File: src/rtl/lcdtr_pkg.sv
// shared constants, beat codes and the 5x7 glyph table for the lcd text renderer
package lcdtr_pkg;

    localparam int ColumnsDefault = 84;
    localparam int BanksDefault   = 6;

    localparam int GlyphCount = 96;
    localparam int GlyphIdxW  = 7;
    localparam int GlyphW     = 40;
    localparam int BeatW      = 4;

    localparam logic [7:0] CodeNewline = 8'h0A;
    localparam logic [7:0] CodeReturn  = 8'h0D;
    localparam logic [7:0] GlyphFirst  = 8'h20;
    localparam logic [7:0] CmdColumn   = 8'h80;
    localparam logic [7:0] CmdBank     = 8'h40;
    localparam logic [7:0] ByteBlank   = 8'h00;
    localparam logic [6:0] ColumnStep  = 7'd6;

    // beat numbering of one item's output run
    localparam logic [BeatW-1:0] BeatLead      = 4'd0;
    localparam logic [BeatW-1:0] BeatCol0      = 4'd1;
    localparam logic [BeatW-1:0] BeatCol1      = 4'd2;
    localparam logic [BeatW-1:0] BeatCol2      = 4'd3;
    localparam logic [BeatW-1:0] BeatCol3      = 4'd4;
    localparam logic [BeatW-1:0] BeatCol4      = 4'd5;
    localparam logic [BeatW-1:0] BeatTrail     = 4'd6;
    localparam logic [BeatW-1:0] BeatCmdColumn = 4'd7;
    localparam logic [BeatW-1:0] BeatCmdBank   = 4'd8;

    typedef logic [GlyphW-1:0] t_glyph;

    // first column sits in the top byte
    function automatic t_glyph glyph_bits(input logic [GlyphIdxW-1:0] idx);
        t_glyph g;
        case (idx)
            7'd0:  g = 40'h00_00_00_00_00;
            7'd1:  g = 40'h00_00_5f_00_00;
            7'd2:  g = 40'h00_07_00_07_00;
            7'd3:  g = 40'h14_7f_14_7f_14;
            7'd4:  g = 40'h24_2a_7f_2a_12;
            7'd5:  g = 40'h23_13_08_64_62;
            7'd6:  g = 40'h36_49_55_22_50;
            7'd7:  g = 40'h00_05_03_00_00;
            7'd8:  g = 40'h00_1c_22_41_00;
            7'd9:  g = 40'h00_41_22_1c_00;
            7'd10: g = 40'h14_08_3e_08_14;
            7'd11: g = 40'h08_08_3e_08_08;
            7'd12: g = 40'h00_50_30_00_00;
            7'd13: g = 40'h08_08_08_08_08;
            7'd14: g = 40'h00_60_60_00_00;
            7'd15: g = 40'h20_10_08_04_02;
            7'd16: g = 40'h3e_51_49_45_3e;
            7'd17: g = 40'h00_42_7f_40_00;
            7'd18: g = 40'h42_61_51_49_46;
            7'd19: g = 40'h21_41_45_4b_31;
            7'd20: g = 40'h18_14_12_7f_10;
            7'd21: g = 40'h27_45_45_45_39;
            7'd22: g = 40'h3c_4a_49_49_30;
            7'd23: g = 40'h01_71_09_05_03;
            7'd24: g = 40'h36_49_49_49_36;
            7'd25: g = 40'h06_49_49_29_1e;
            7'd26: g = 40'h00_36_36_00_00;
            7'd27: g = 40'h00_56_36_00_00;
            7'd28: g = 40'h08_14_22_41_00;
            7'd29: g = 40'h14_14_14_14_14;
            7'd30: g = 40'h00_41_22_14_08;
            7'd31: g = 40'h02_01_51_09_06;
            7'd32: g = 40'h32_49_79_41_3e;
            7'd33: g = 40'h7e_11_11_11_7e;
            7'd34: g = 40'h7f_49_49_49_36;
            7'd35: g = 40'h3e_41_41_41_22;
            7'd36: g = 40'h7f_41_41_22_1c;
            7'd37: g = 40'h7f_49_49_49_41;
            7'd38: g = 40'h7f_09_09_09_01;
            7'd39: g = 40'h3e_41_49_49_7a;
            7'd40: g = 40'h7f_08_08_08_7f;
            7'd41: g = 40'h00_41_7f_41_00;
            7'd42: g = 40'h20_40_41_3f_01;
            7'd43: g = 40'h7f_08_14_22_41;
            7'd44: g = 40'h7f_40_40_40_40;
            7'd45: g = 40'h7f_02_0c_02_7f;
            7'd46: g = 40'h7f_04_08_10_7f;
            7'd47: g = 40'h3e_41_41_41_3e;
            7'd48: g = 40'h7f_09_09_09_06;
            7'd49: g = 40'h3e_41_51_21_5e;
            7'd50: g = 40'h7f_09_19_29_46;
            7'd51: g = 40'h46_49_49_49_31;
            7'd52: g = 40'h01_01_7f_01_01;
            7'd53: g = 40'h3f_40_40_40_3f;
            7'd54: g = 40'h1f_20_40_20_1f;
            7'd55: g = 40'h3f_40_38_40_3f;
            7'd56: g = 40'h63_14_08_14_63;
            7'd57: g = 40'h07_08_70_08_07;
            7'd58: g = 40'h61_51_49_45_43;
            7'd59: g = 40'h00_7f_41_41_00;
            7'd60: g = 40'h02_04_08_10_20;
            7'd61: g = 40'h00_41_41_7f_00;
            7'd62: g = 40'h04_02_01_02_04;
            7'd63: g = 40'h40_40_40_40_40;
            7'd64: g = 40'h00_01_02_04_00;
            7'd65: g = 40'h20_54_54_54_78;
            7'd66: g = 40'h7f_48_44_44_38;
            7'd67: g = 40'h38_44_44_44_20;
            7'd68: g = 40'h38_44_44_48_7f;
            7'd69: g = 40'h38_54_54_54_18;
            7'd70: g = 40'h08_7e_09_01_02;
            7'd71: g = 40'h0c_52_52_52_3e;
            7'd72: g = 40'h7f_08_04_04_78;
            7'd73: g = 40'h00_44_7d_40_00;
            7'd74: g = 40'h20_40_44_3d_00;
            7'd75: g = 40'h7f_10_28_44_00;
            7'd76: g = 40'h00_41_7f_40_00;
            7'd77: g = 40'h7c_04_18_04_78;
            7'd78: g = 40'h7c_08_04_04_78;
            7'd79: g = 40'h38_44_44_44_38;
            7'd80: g = 40'h7c_14_14_14_08;
            7'd81: g = 40'h08_14_14_18_7c;
            7'd82: g = 40'h7c_08_04_04_08;
            7'd83: g = 40'h48_54_54_54_20;
            7'd84: g = 40'h04_3f_44_40_20;
            7'd85: g = 40'h3c_40_40_20_7c;
            7'd86: g = 40'h1c_20_40_20_1c;
            7'd87: g = 40'h3c_40_30_40_3c;
            7'd88: g = 40'h44_28_10_28_44;
            7'd89: g = 40'h0c_50_50_50_3c;
            7'd90: g = 40'h44_64_54_4c_44;
            7'd91: g = 40'h00_08_36_41_00;
            7'd92: g = 40'h00_00_7f_00_00;
            7'd93: g = 40'h00_41_36_08_00;
            7'd94: g = 40'h10_08_08_10_08;
            7'd95: g = 40'h00_06_09_09_06;
            default: g = '0;
        endcase
        return g;
    endfunction

endpackage

File: src/rtl/lcdtr_cursor.sv
// cursor column and bank registers with the line wrap logic
module lcdtr_cursor
    import lcdtr_pkg::*;
#(
    parameter int COLUMNS = ColumnsDefault,
    parameter int BANKS   = BanksDefault
) (
    input  logic       i_clk,
    input  logic       i_rst_n,
    input  logic       i_glyph_step,
    input  logic       i_newline,
    output logic       o_wrap,
    output logic [2:0] o_bank
);

    localparam logic [6:0] WrapColumn = 7'(COLUMNS - 6);
    localparam logic [3:0] BankCount  = 4'(BANKS);

    logic [6:0] r_column, n_column;
    logic [2:0] r_bank, n_bank;
    logic [6:0] col_step;
    logic [2:0] bank_inc;
    logic [2:0] bank_adv;

    assign col_step = r_column + ColumnStep;
    assign o_wrap   = (col_step >= WrapColumn);
    assign bank_inc = r_bank + 3'd1;
    assign bank_adv = ({1'b0, bank_inc} >= BankCount) ? 3'd0 : bank_inc;

    always_comb begin
        n_column = r_column;
        n_bank   = r_bank;
        if (i_newline) begin
            n_column = '0;
            n_bank   = bank_adv;
        end else if (i_glyph_step) begin
            if (o_wrap) begin
                n_column = '0;
                n_bank   = bank_adv;
            end else begin
                n_column = col_step;
            end
        end
    end

    always_ff @(posedge i_clk) begin
        if (!i_rst_n) begin
            r_column <= '0;
            r_bank   <= '0;
        end else begin
            r_column <= n_column;
            r_bank   <= n_bank;
        end
    end

    assign o_bank = r_bank;

endmodule
File: config.mk
export PLATFORM = sky130hd
export DESIGN_NAME = lcdtr_cursor
export DESIGN_NICKNAME = d
export VERILOG_FILES = /design/src/rtl/lcdtr_pkg.sv /design/src/rtl/lcdtr_cursor.sv
export SDC_FILE = /design/constraint.sdc
export NUM_CORES = 1
export LEC_CHECK = 0
export ABC_AREA = 1
export BUFFER_PORTS_ARGS = -buffer_cell sky130_fd_sc_hd__buf_2
export CORE_AREA = 2 2 39 41
export DETAILED_ROUTE_END_ITERATION = 8
export DIE_AREA = 0 0 41 43
export SLEW_MARGIN = 20
export SYNTH_ARGS = -nofsm -noshare
export SYNTH_HDL_FRONTEND = slang
export SYNTH_SLANG_ARGS = --single-unit
File: constraint.sdc
create_clock -name i_clk -period 2.8 [get_ports i_clk]
set_input_delay 0.56 -clock i_clk [delete_from_list [all_inputs] [get_ports i_clk]]
set_output_delay 0.56 -clock i_clk [all_outputs]
set_load 0.01 [all_outputs]
==> results.md, run 1 <==
• 0 — Antenna diodes
• 30.4% — proportion of synthesized chip area in sequential cells
• 41 microns — die boundary width
• dfxtp_1, nand2_1, inv_1 — cell types with the largest area share after synthesis
• 440 — number of global-route vias before repair
• 9 — CTS sink count
• 592 sq um — post-synthesis instance area
• 1840 microns — first-pass GRT wire length
• flop to output port — category of the most critical setup path
• 42.8% — initial standard-cell utilization of the core
• 0 — buffers inserted during post-CTS setup optimization
• 769 microns — detailed placement HPWL
• 1.61 ns — Critical Path AT
• 82.1% — Slew headroom
• 0.632 ns — worst path setup slack after routing
• 16.1% — overall fraction of global-route tracks in use
• 3 — CTS buffer count
• 88 — post-synthesis instance total
• nand2_1, inv_1, nor2_1 — leading post-synthesis cells by instance count
• dfxtp_1 — cell type contributing the most total cell area after synthesis
• 7 — port buffer count
• 0 — max-capacitance violation count
• 9.15 microns — Routed WL per cell
• built — TritonCTS clock tree
• 4.65 — Avg Vias per Cell
• 461 MHz — Max Clock Freq
• inv_2 -> ha_1 -> inv_1 -> nand3_1 -> nand2_1 -> nand2_2 -> inv_2 -> nand3_2 -> nand2_1 -> inv_1 -> buf_2 — cells along the critical path
• flop — crit start category
• 9 — register bit count reported by yosys
• 21.6% — fraction of layout cells with a size suffix above 1
• 0.26 ns — worst skew pair latency
• 0.00176 sq mm — area of the die
• 0 — total overflow reported by the global router
• 43 microns — Chip Height
• 0 — cts hold-fix bufs
• 0% — share of flip-flops with an asynchronous set or reset
• clkbuf_4 — cell chosen for the clock root
• 30.4% — area fraction of the dominant cell type after synthesis
• 0 — Slew Limit Fails
• 0 — number of endpoints with negative hold slack in the final report
• dfxtp_1 — crit path max-delay cell type
• 0 — antenna violations before repair
• dfxtp_1 — most common flop cell mapped by yosys
• 0 — Synth warnings
• 0.36 ns — maximum single-stage delay on the critical path
• 0.06 ns — clock slew seen by the registers of the worst setup and hold paths
• 0 — antenna-violating nets left
• 0.318 nW — Static Leak
• 7 — Initial DRC Count
• 0 — EDFF count, synth
• nand2_1 — library cell with the highest instance count after synthesis
• 1030 microns — final WL
• flop to flop — Worst Hold Class
• 2.17 ns — clock period minus final worst setup slack
• 14 — Site Rows
• 465 mW/mm^2 — power density over cell area
• 105 — # nets final
• 0.000690 ns — Post-Route Skew
• false — setup repair after global routing missed its margin
• 1 — CTS H-Tree Depth
• output port — crit path capture type
• 6.73 sq um — mean post-synth cell area
• 3 — largest fanout on the critical path
• 0 — setup violation total in the final timing report
• 0.739 — GP Congestion
• 11.2% — Syn-to-layout area delta
• 13 — pin count of the biggest net entering global routing
• 0 — post_cts resized
• 95 — net count after synthesis
• 0.00138 sq mm — core region area
• 2.24 ns — required time reported for the critical path endpoint
• 3 — first-pass iteration count of the detailed router
• 0 ns — sum of negative setup slack
• 2 — Max Buffers Root-to-Sink
• 77.4% — part of the cycle the worst path needs
• complete, no violations — outcome
• 0 — DRC violation count after routing
• 21 — Distinct cells, synth
• 0.267 ns — transition time at the pin with the least slew margin
• 526 — DR vias
• 8 — I/O pin count
• 0.912 ns — worst slack, placed
• 0.275 mV — Worst IR Drop VDD
per-layer routing:
layer  part of all wire, %  global-route usage (%)  vias up  wire (microns)
met5                     0                       0        -               0
met3                   3.8                    6.28        4              39
met2                    39                    19.4        8             405
met1                    53                    21.1      220             543
li1                      -                       -      294               -
met4                   4.4                    14.0        0              45
layout by cell type, fill, tap and decap left out:
cell and instances:
nand2_1 20, inv_1 12, nor2_1 10, dfxtp_1 9, buf_2 7, nand2_2 5, a21oi_1 5, o21ai_0 5
nand3_1 4, ha_1 3, clkbuf_4 3, inv_2 2, xnor2_1 2, nor3_1 2, o21bai_1 1, nand3_2 1
o21ai_2 1, nor2_2 1, nand3_4 1, nand3b_1 1, a21boi_1 1, clkbuf_1 1
power breakdown:
| group | total (W) | switching (W) | leakage, nW | internal, W |
|---|---|---|---|---|
| Clock | 0.000102 | 0.0000466 | 0.0150 | 0.0000550 |
| Sequential | 0.000143 | 0.00000752 | 0.0739 | 0.000135 |
| Combinational | 0.0000613 | 0.0000360 | 0.229 | 0.0000253 |
cell type report:
cell class,count,area (sq um)
clock buffer,4,26.3
inverter,14,52.6
tap,16,20.0
timing repair buffer,7,35.0
sequential,9,180
multi-input combinational,63,344
fill,153,726
state kept, by name (all words and copies together), names as in the netlist:
| name | count |
|---|---|
| r_column | 6 |
| o_bank | 3 |
cell families (layout without fill, tap and decap cells):
logic type | Yosys count | in the layout | synth area share [%]
xor+xnor | 2 | 2 | 2.96
simple gates | 45 | 45 | 36.4
flops | 9 | 9 | 30.4
compound gates | 13 | 13 | 12.5
buf+inv | 16 | 25 | 11.4
fa+ha+maj | 3 | 3 | 6.34
through the flow:
stage	hold WS (ns)	power [W]	cells	cell area, sq um	utilization, %
after CTS	0.496	0.000311	113	658	47.6
after global routing	0.518	0.000333	113	658	47.6
after detailed placement	0.486	0.000208	109	632	45.7
after global placement	0.494	0.000207	109	632	45.7
final	0.489	0.000306	113	658	47.6
after floorplan	0.463	0.000194	88	592	-
worst max-delay path, delay by kind of cell, from the launching register on:
kind                       cells  cell delay (ns)
adders and majority gates      1             0.23
buffers and inverters          5             0.35
and+or+nand+nor                5             0.40
DFF                            1             0.36
final timing paths:
check / start / to / slack, ns / cells past startpoint
setup / recovery: r_column[1]$_SDFFE_PP0P_ / o_wrap / 0.63 / 11
hold / removal: r_column[1]$_SDFFE_PP0P_ / r_column[1]$_SDFFE_PP0P_ / 0.49 / 2
setup reg to reg: r_column[1]$_SDFFE_PP0P_ / r_column[3]$_SDFFE_PP0P_ / 1.33 / 11
hold reg to reg: r_column[1]$_SDFFE_PP0P_ / r_column[1]$_SDFFE_PP0P_ / 0.49 / 2
Power figures use the tool's default switching activity.
==> inputs of run 2 (changes only) <==
--- a/config.mk
+++ b/config.mk
@@ -10,6 +10,7 @@
 export CORE_AREA = 2 2 39 41
 export DETAILED_ROUTE_END_ITERATION = 8
 export DIE_AREA = 0 0 41 43
+export PLACE_DENSITY = 0.67
 export SLEW_MARGIN = 20
 export SYNTH_ARGS = -nofsm -noshare
 export SYNTH_HDL_FRONTEND = slang
==> constraint.sdc (replaced) <==
create_clock -name i_clk -period 1.78 [get_ports i_clk]
set_input_delay 0.356 -clock i_clk [delete_from_list [all_inputs] [get_ports i_clk]]
set_output_delay 0.356 -clock i_clk [all_outputs]
set_load 0.01 [all_outputs]
==> results.md, run 2 (synthesis results as in run 1) <==
• 0.00176 sq mm — area of the die
• 583 — DR vias
• 1930 microns — first-pass GRT wire length
• i_rst_n — critical hold path startpoint
• 7 — port buffer count
• 42.8% — initial standard-cell utilization of the core
• 29.5% — share of power burned in the clock network
• 9.70 microns — Routed WL per cell
• 0.260 ns — transition time at the pin with the least slew margin
• 0.389 nW — Static Leak
• 42.2% — fraction of layout cells with a size suffix above 1
• 117 — # nets final
• 8 — I/O pin count
• 126 — filler instances
• 1 — CTS H-Tree Depth
• 43 microns — Chip Height
• 1.40 ns — Critical Path AT
• 28.5% — net switching share of the total power
• 0.458 mV — Worst IR Drop VDD
• 0 — antenna violations before repair
• r_column[1]$_SDFFE_PP0P_ — worst r2r src
• 42 microns — Detail Route met3 WL
• 3 — largest fanout on the critical path
• 0 — Antenna diodes
• 44.3% — part of the total power dissipated in sequential elements
• flop to output port — category of the most critical setup path
• 0.25 ns — worst skew pair latency
• 0 — cts hold-fix bufs
• 4 — first-pass iteration count of the detailed router
• 125 — non-filler instance count after layout
• 0 — Slew Limit Fails
• 0 ns — sum of negative setup slack
• 14 — worst reg-to-reg path cell count
• 41 microns — die boundary width
• 5 — Initial DRC Count
• 0 — setup violation total in the final timing report
• 0.357 ns — final-layout worst hold slack
• 3 — Hold Path Stages
• 1210 microns — final WL
• 640 mW/mm^2 — power density over cell area
• true — setup repair after global routing missed its margin
• 26.1% — combinational share of power
• nand2_1, buf_4, nor2_1, inv_1, nand2_2 — commonest non-fill, non-tap cells in the layout
• 0.682 — GP Congestion
• inv_2 -> ha_4 -> inv_2 -> nand3_2 -> nand2_2 -> nand2_2 -> inv_2 -> nand3_4 -> nand2_2 -> inv_1 -> buf_2 — cells along the critical path
• 0 — total overflow reported by the global router
• 1.42 ns — required time reported for the critical path endpoint
• met3 — DR top layer
• 505 — number of global-route vias before repair
• nand2_1 — leading cell type in the layout, fill and taps excluded
• 82.6% — Slew headroom
• 626 microns — met2 routed wirelength
• 3 — CTS buffer count
• 568 MHz — Max Clock Freq
• 4.66 — Avg Vias per Cell
• 0.0997 ns — worst slack, placed
• built — TritonCTS clock tree
• 0 — number of endpoints with negative hold slack in the final report
• 9 — CTS sink count
• 98.9% — part of the cycle the worst path needs
• 832 microns — detailed placement HPWL
• 0.00659 ns — Post-Route Skew
• 0 — antenna-violating nets left
• 544 microns — met1 wire length
• 109 — post-placement cell count
• r_column — Top reg by flops
• 16.4% — overall fraction of global-route tracks in use
• 0 — max-capacitance violation count
• 0 — DRC violation count after routing
• 57.7% — fraction of the core area covered by cells at the end of the flow
• 14 — Site Rows
• 0.0197 ns — worst path setup slack after routing
• r_column[1]$_SDFFE_PP0P_ — first element of the critical path
• 0.000365 W — internal portion of total power
• 1.76 ns — clock period minus final worst setup slack
• 13 — pin count of the biggest net entering global routing
• 0.06 ns — clock slew seen by the registers of the worst setup and hold paths
• dfxtp_2 — crit path max-delay cell type
• flop — crit start category
• 2 — Max Buffers Root-to-Sink
• clkbuf_4 — cell chosen for the clock root
• 6 — Largest register FFs
• 0.00138 sq mm — core region area
• 0.000145 W — net switching component of the power
• output port — crit path capture type
• 34.9% — Syn-to-layout area delta
• 0.33 ns — maximum single-stage delay on the critical path
• complete, no violations — outcome
• primary input to flop — Worst Hold Class
## run 2: cell count changes in the layout (fill, tap and decap cells not counted), sizes merged
cell,before,now
buf,7,19
## run 2: power groups by stage
stage               combinational (W)  sequential (W)  clock [W]
floorplan                   0.0000758        0.000229          0
global placement            0.0000956        0.000229          0
detailed placement          0.0000973        0.000229          0
CTS                          0.000121        0.000226   0.000158
global route                 0.000149        0.000228   0.000166
finish                       0.000133        0.000226   0.000151
## run 2: worst paths after layout
path	to	slack (ns)
setup / recovery	o_wrap	0.02
hold / removal	o_bank[1]$_SDFFE_PN0P_	0.36
setup reg to reg	r_column[5]$_SDFFE_PP0P_	0.07
hold reg to reg	r_column[2]$_SDFFE_PP0P_	0.52
## run 2: cell type report
cell class / count / area, sq um / share of cell area (%)
multi-input cells: 63 / 390 / 48.9
flip-flops and latches: 9 / 184 / 23.0
repair buffers: 19 / 125 / 15.7
inverters: 14 / 52.6 / 6.58
clock buffers: 4 / 26.3 / 3.29
well taps: 16 / 20.0 / 2.51
## run 2: timing repair
item,in CTS,in global routing
setup buffers,10,2
endpoints found under the setup margin,1,2
resized for setup,8,7
pin swaps,5,6
endpoints found under the hold margin,0,0
gates cloned,0,0
## run 2: worst max-delay path, delay by kind of cell (launching register included)
| kind | cells | cell delay, ns |
|---|---|---|
| adder cells (fa/ha/maj) | 1 | 0.17 |
| buffers and inverters | 5 | 0.32 |
| flip-flops | 1 | 0.33 |
| AND/OR/NAND/NOR | 5 | 0.33 |
## run 2: metrics by stage
step           instance area (sq um)  power [W]
6_report                         798   0.000511
2_1_floorplan                    592   0.000304
3_5_place_dp                     632   0.000327
4_1_cts                          758   0.000505
3_3_place_gp                     632   0.000324
5_1_grt                          798   0.000543
## run 2: metal layers
layer	up-vias	track usage (%)
met5	-	0
met2	9	28.7
met4	0	8.00
li1	315	-
met1	259	16.3
met3	0	4.71
==> inputs of run 3 (changes only) <==
--- a/config.mk
+++ b/config.mk
@@ -7,10 +7,9 @@
 export LEC_CHECK = 0
 export ABC_AREA = 1
 export BUFFER_PORTS_ARGS = -buffer_cell sky130_fd_sc_hd__buf_2
-export CORE_AREA = 2 2 39 41
+export CORE_AREA = 2 2 40 42
 export DETAILED_ROUTE_END_ITERATION = 8
-export DIE_AREA = 0 0 41 43
-export PLACE_DENSITY = 0.67
+export DIE_AREA = 0 0 42 44
 export SLEW_MARGIN = 20
 export SYNTH_ARGS = -nofsm -noshare
 export SYNTH_HDL_FRONTEND = slang
==> results.md, run 3 (synthesis results as in run 1) <==
• flip-flops — family of cells with the greatest summed delay on the critical path
• 29.2% — net switching share of the total power
• 0.00142 sq mm — core region area
• 14.5% — overall fraction of global-route tracks in use
• 51.3% — fraction of the core area covered by cells at the end of the flow
• 3 — CTS buffer count
• flop to output port — category of the most critical setup path
• 4.74 — Avg Vias per Cell
• 0.0291 ns — worst path setup slack after routing
• 0 — DRC violation count after routing
• 0.00178 ns — Post-Route Skew
• 7 — port buffer count
• 3 — buffers and inverters on the worst path
• 109 — # nets final
• 0.000146 W — net switching component of the power
• 0.470 mV — Worst IR Drop VDD
• 4 — Initial DRC Count
• 0 — Antenna diodes
• 79.3% — Slew headroom
• 728 sq um — final cell area excluding filler cells
• 0.358 ns — final-layout worst hold slack
• flop — crit start category
• 1.39 ns — Critical Path AT
• 0 — antenna-violating nets left
• 0.310 ns — transition time at the pin with the least slew margin
• true — setup repair after global routing missed its margin
• 0.33 ns — maximum single-stage delay on the critical path
• output port — crit path capture type
• inv_2 -> ha_4 -> o21bai_1 -> nand2_1 -> nand3_4 -> nand2_2 -> inv_1 -> buf_2 — cells along the critical path
• 9 — CTS sink count
• 13 — pin count of the biggest net entering global routing
• 833 microns — detailed placement HPWL
• nand2_1 — leading cell type in the layout, fill and taps excluded
• 0.346 nW — Static Leak
• 526 — number of global-route vias before repair
• 14 — Site Rows
• 2000 microns — first-pass GRT wire length
• 44 microns — Chip Height
• 31.2% — share of power burned in the clock network
• 0.06 ns — clock slew seen by the registers of the worst setup and hold paths
• 0 — cts hold-fix bufs
• 0 — total overflow reported by the global router
• 9.52 microns — Routed WL per cell
• 554 — DR vias
• 0 — setup violation total in the final timing report
• 1.75 ns — clock period minus final worst setup slack
• 6 — Largest register FFs
• 0 — Slew Limit Fails
• 0.00185 sq mm — area of the die
• 0 — max-capacitance violation count
• nand2_1, nor2_1, inv_1 — commonest non-fill, non-tap cells in the layout
• 33.7% — fraction of layout cells with a size suffix above 1
• 0.795 — GP Congestion
• 632 sq um — total placed instance area
• clkbuf_4 — cell chosen for the clock root
• 0.000355 W — internal portion of total power
• 1110 microns — final WL
• 3 — largest fanout on the critical path
• 1 — CTS H-Tree Depth
• 571 MHz — Max Clock Freq
• 1.42 ns — required time reported for the critical path endpoint
• 45.0% — part of the total power dissipated in sequential elements
• 117 — non-filler instance count after layout
• 109 — post-placement cell count
• r_column — Top reg by flops
• 148 — filler instances
• 23.0% — Syn-to-layout area delta
• 98.4% — part of the cycle the worst path needs
• 0.26 ns — worst skew pair latency
• 42 microns — die boundary width
• primary input to flop — Worst Hold Class
• 8 — I/O pin count
• 2 — first-pass iteration count of the detailed router
• 688 mW/mm^2 — power density over cell area
• 2 — Max Buffers Root-to-Sink
• 0.0882 ns — worst slack, placed
• complete, no violations — outcome
• built — TritonCTS clock tree
• dfxtp_2 — crit path max-delay cell type
• 41.7% — initial standard-cell utilization of the core
• 23.7% — combinational share of power
• 0 — number of endpoints with negative hold slack in the final report
• 0 — antenna violations before repair
[run 3: cell types whose count changed in the layout (fill, tap and decap cells not counted)]
cell,delta
buf_4,-8
nand2_1,+2
nand2_2,-2
a21oi_1,+1
a21oi_2,-1
dfxtp_1,+1
dfxtp_2,-1
[run 3: power groups by stage]
stage	Combinational (W)	Clock, W	Sequential (W)
final	0.000119	0.000157	0.000226
after global routing	0.000134	0.000174	0.000228
after CTS	0.000119	0.000168	0.000226
after detailed placement	0.0000970	0	0.000229
after global placement	0.0000957	0	0.000229
after floorplan	0.0000758	0	0.000229
[run 3: worst paths after layout]
kind	from	endpoint	slack, ns	cells past startpoint
max reg2reg	r_column[1]$_SDFFE_PP0P_	o_bank[1]$_SDFFE_PN0P_	0.33	11
min	i_rst_n	o_bank[2]$_SDFFE_PN0P_	0.36	3
max	r_column[1]$_SDFFE_PP0P_	o_wrap	0.03	8
min reg2reg	r_column[2]$_SDFFE_PP0P_	r_column[2]$_SDFFE_PP0P_	0.52	2
[run 3: routing by layer]
metal	wire length (microns)	GRT usage, %	up-vias
li1	-	-	301
met1	497	15.8	246
met2	583	25.3	5
met3	22	2.50	2
met4	11	11.0	0
met5	0	0	-
[run 3: cell type report]
cell class	instances	area, sq um	share of cell area, %
tap	16	20.0	2.75
sequential	9	183	25.1
inverter	14	52.6	7.22
timing repair buffer	11	65.1	8.93
clock buffer	4	26.3	3.61
multi-input combinational	63	382	52.4
[run 3: worst min-delay path: cells and delay by family]
family | cells | cell delay [ns]
buffers and inverters | 1 | 0.12
and+or+nand+nor | 2 | 0.09
[run 3: through the flow]
stage	TNS, ns	power (W)
after floorplan	0	0.000304
after global placement	0	0.000325
after detailed placement	0	0.000326
after CTS	0	0.000513
after global routing	-0.0832	0.000536
final	0	0.000501
[run 3: timing repair]
action	4_1_cts	5_1_grt
setup buffers	4	0
gates resized for setup	10	1
endpoints found under the setup margin	1	1
pin swaps	4	4
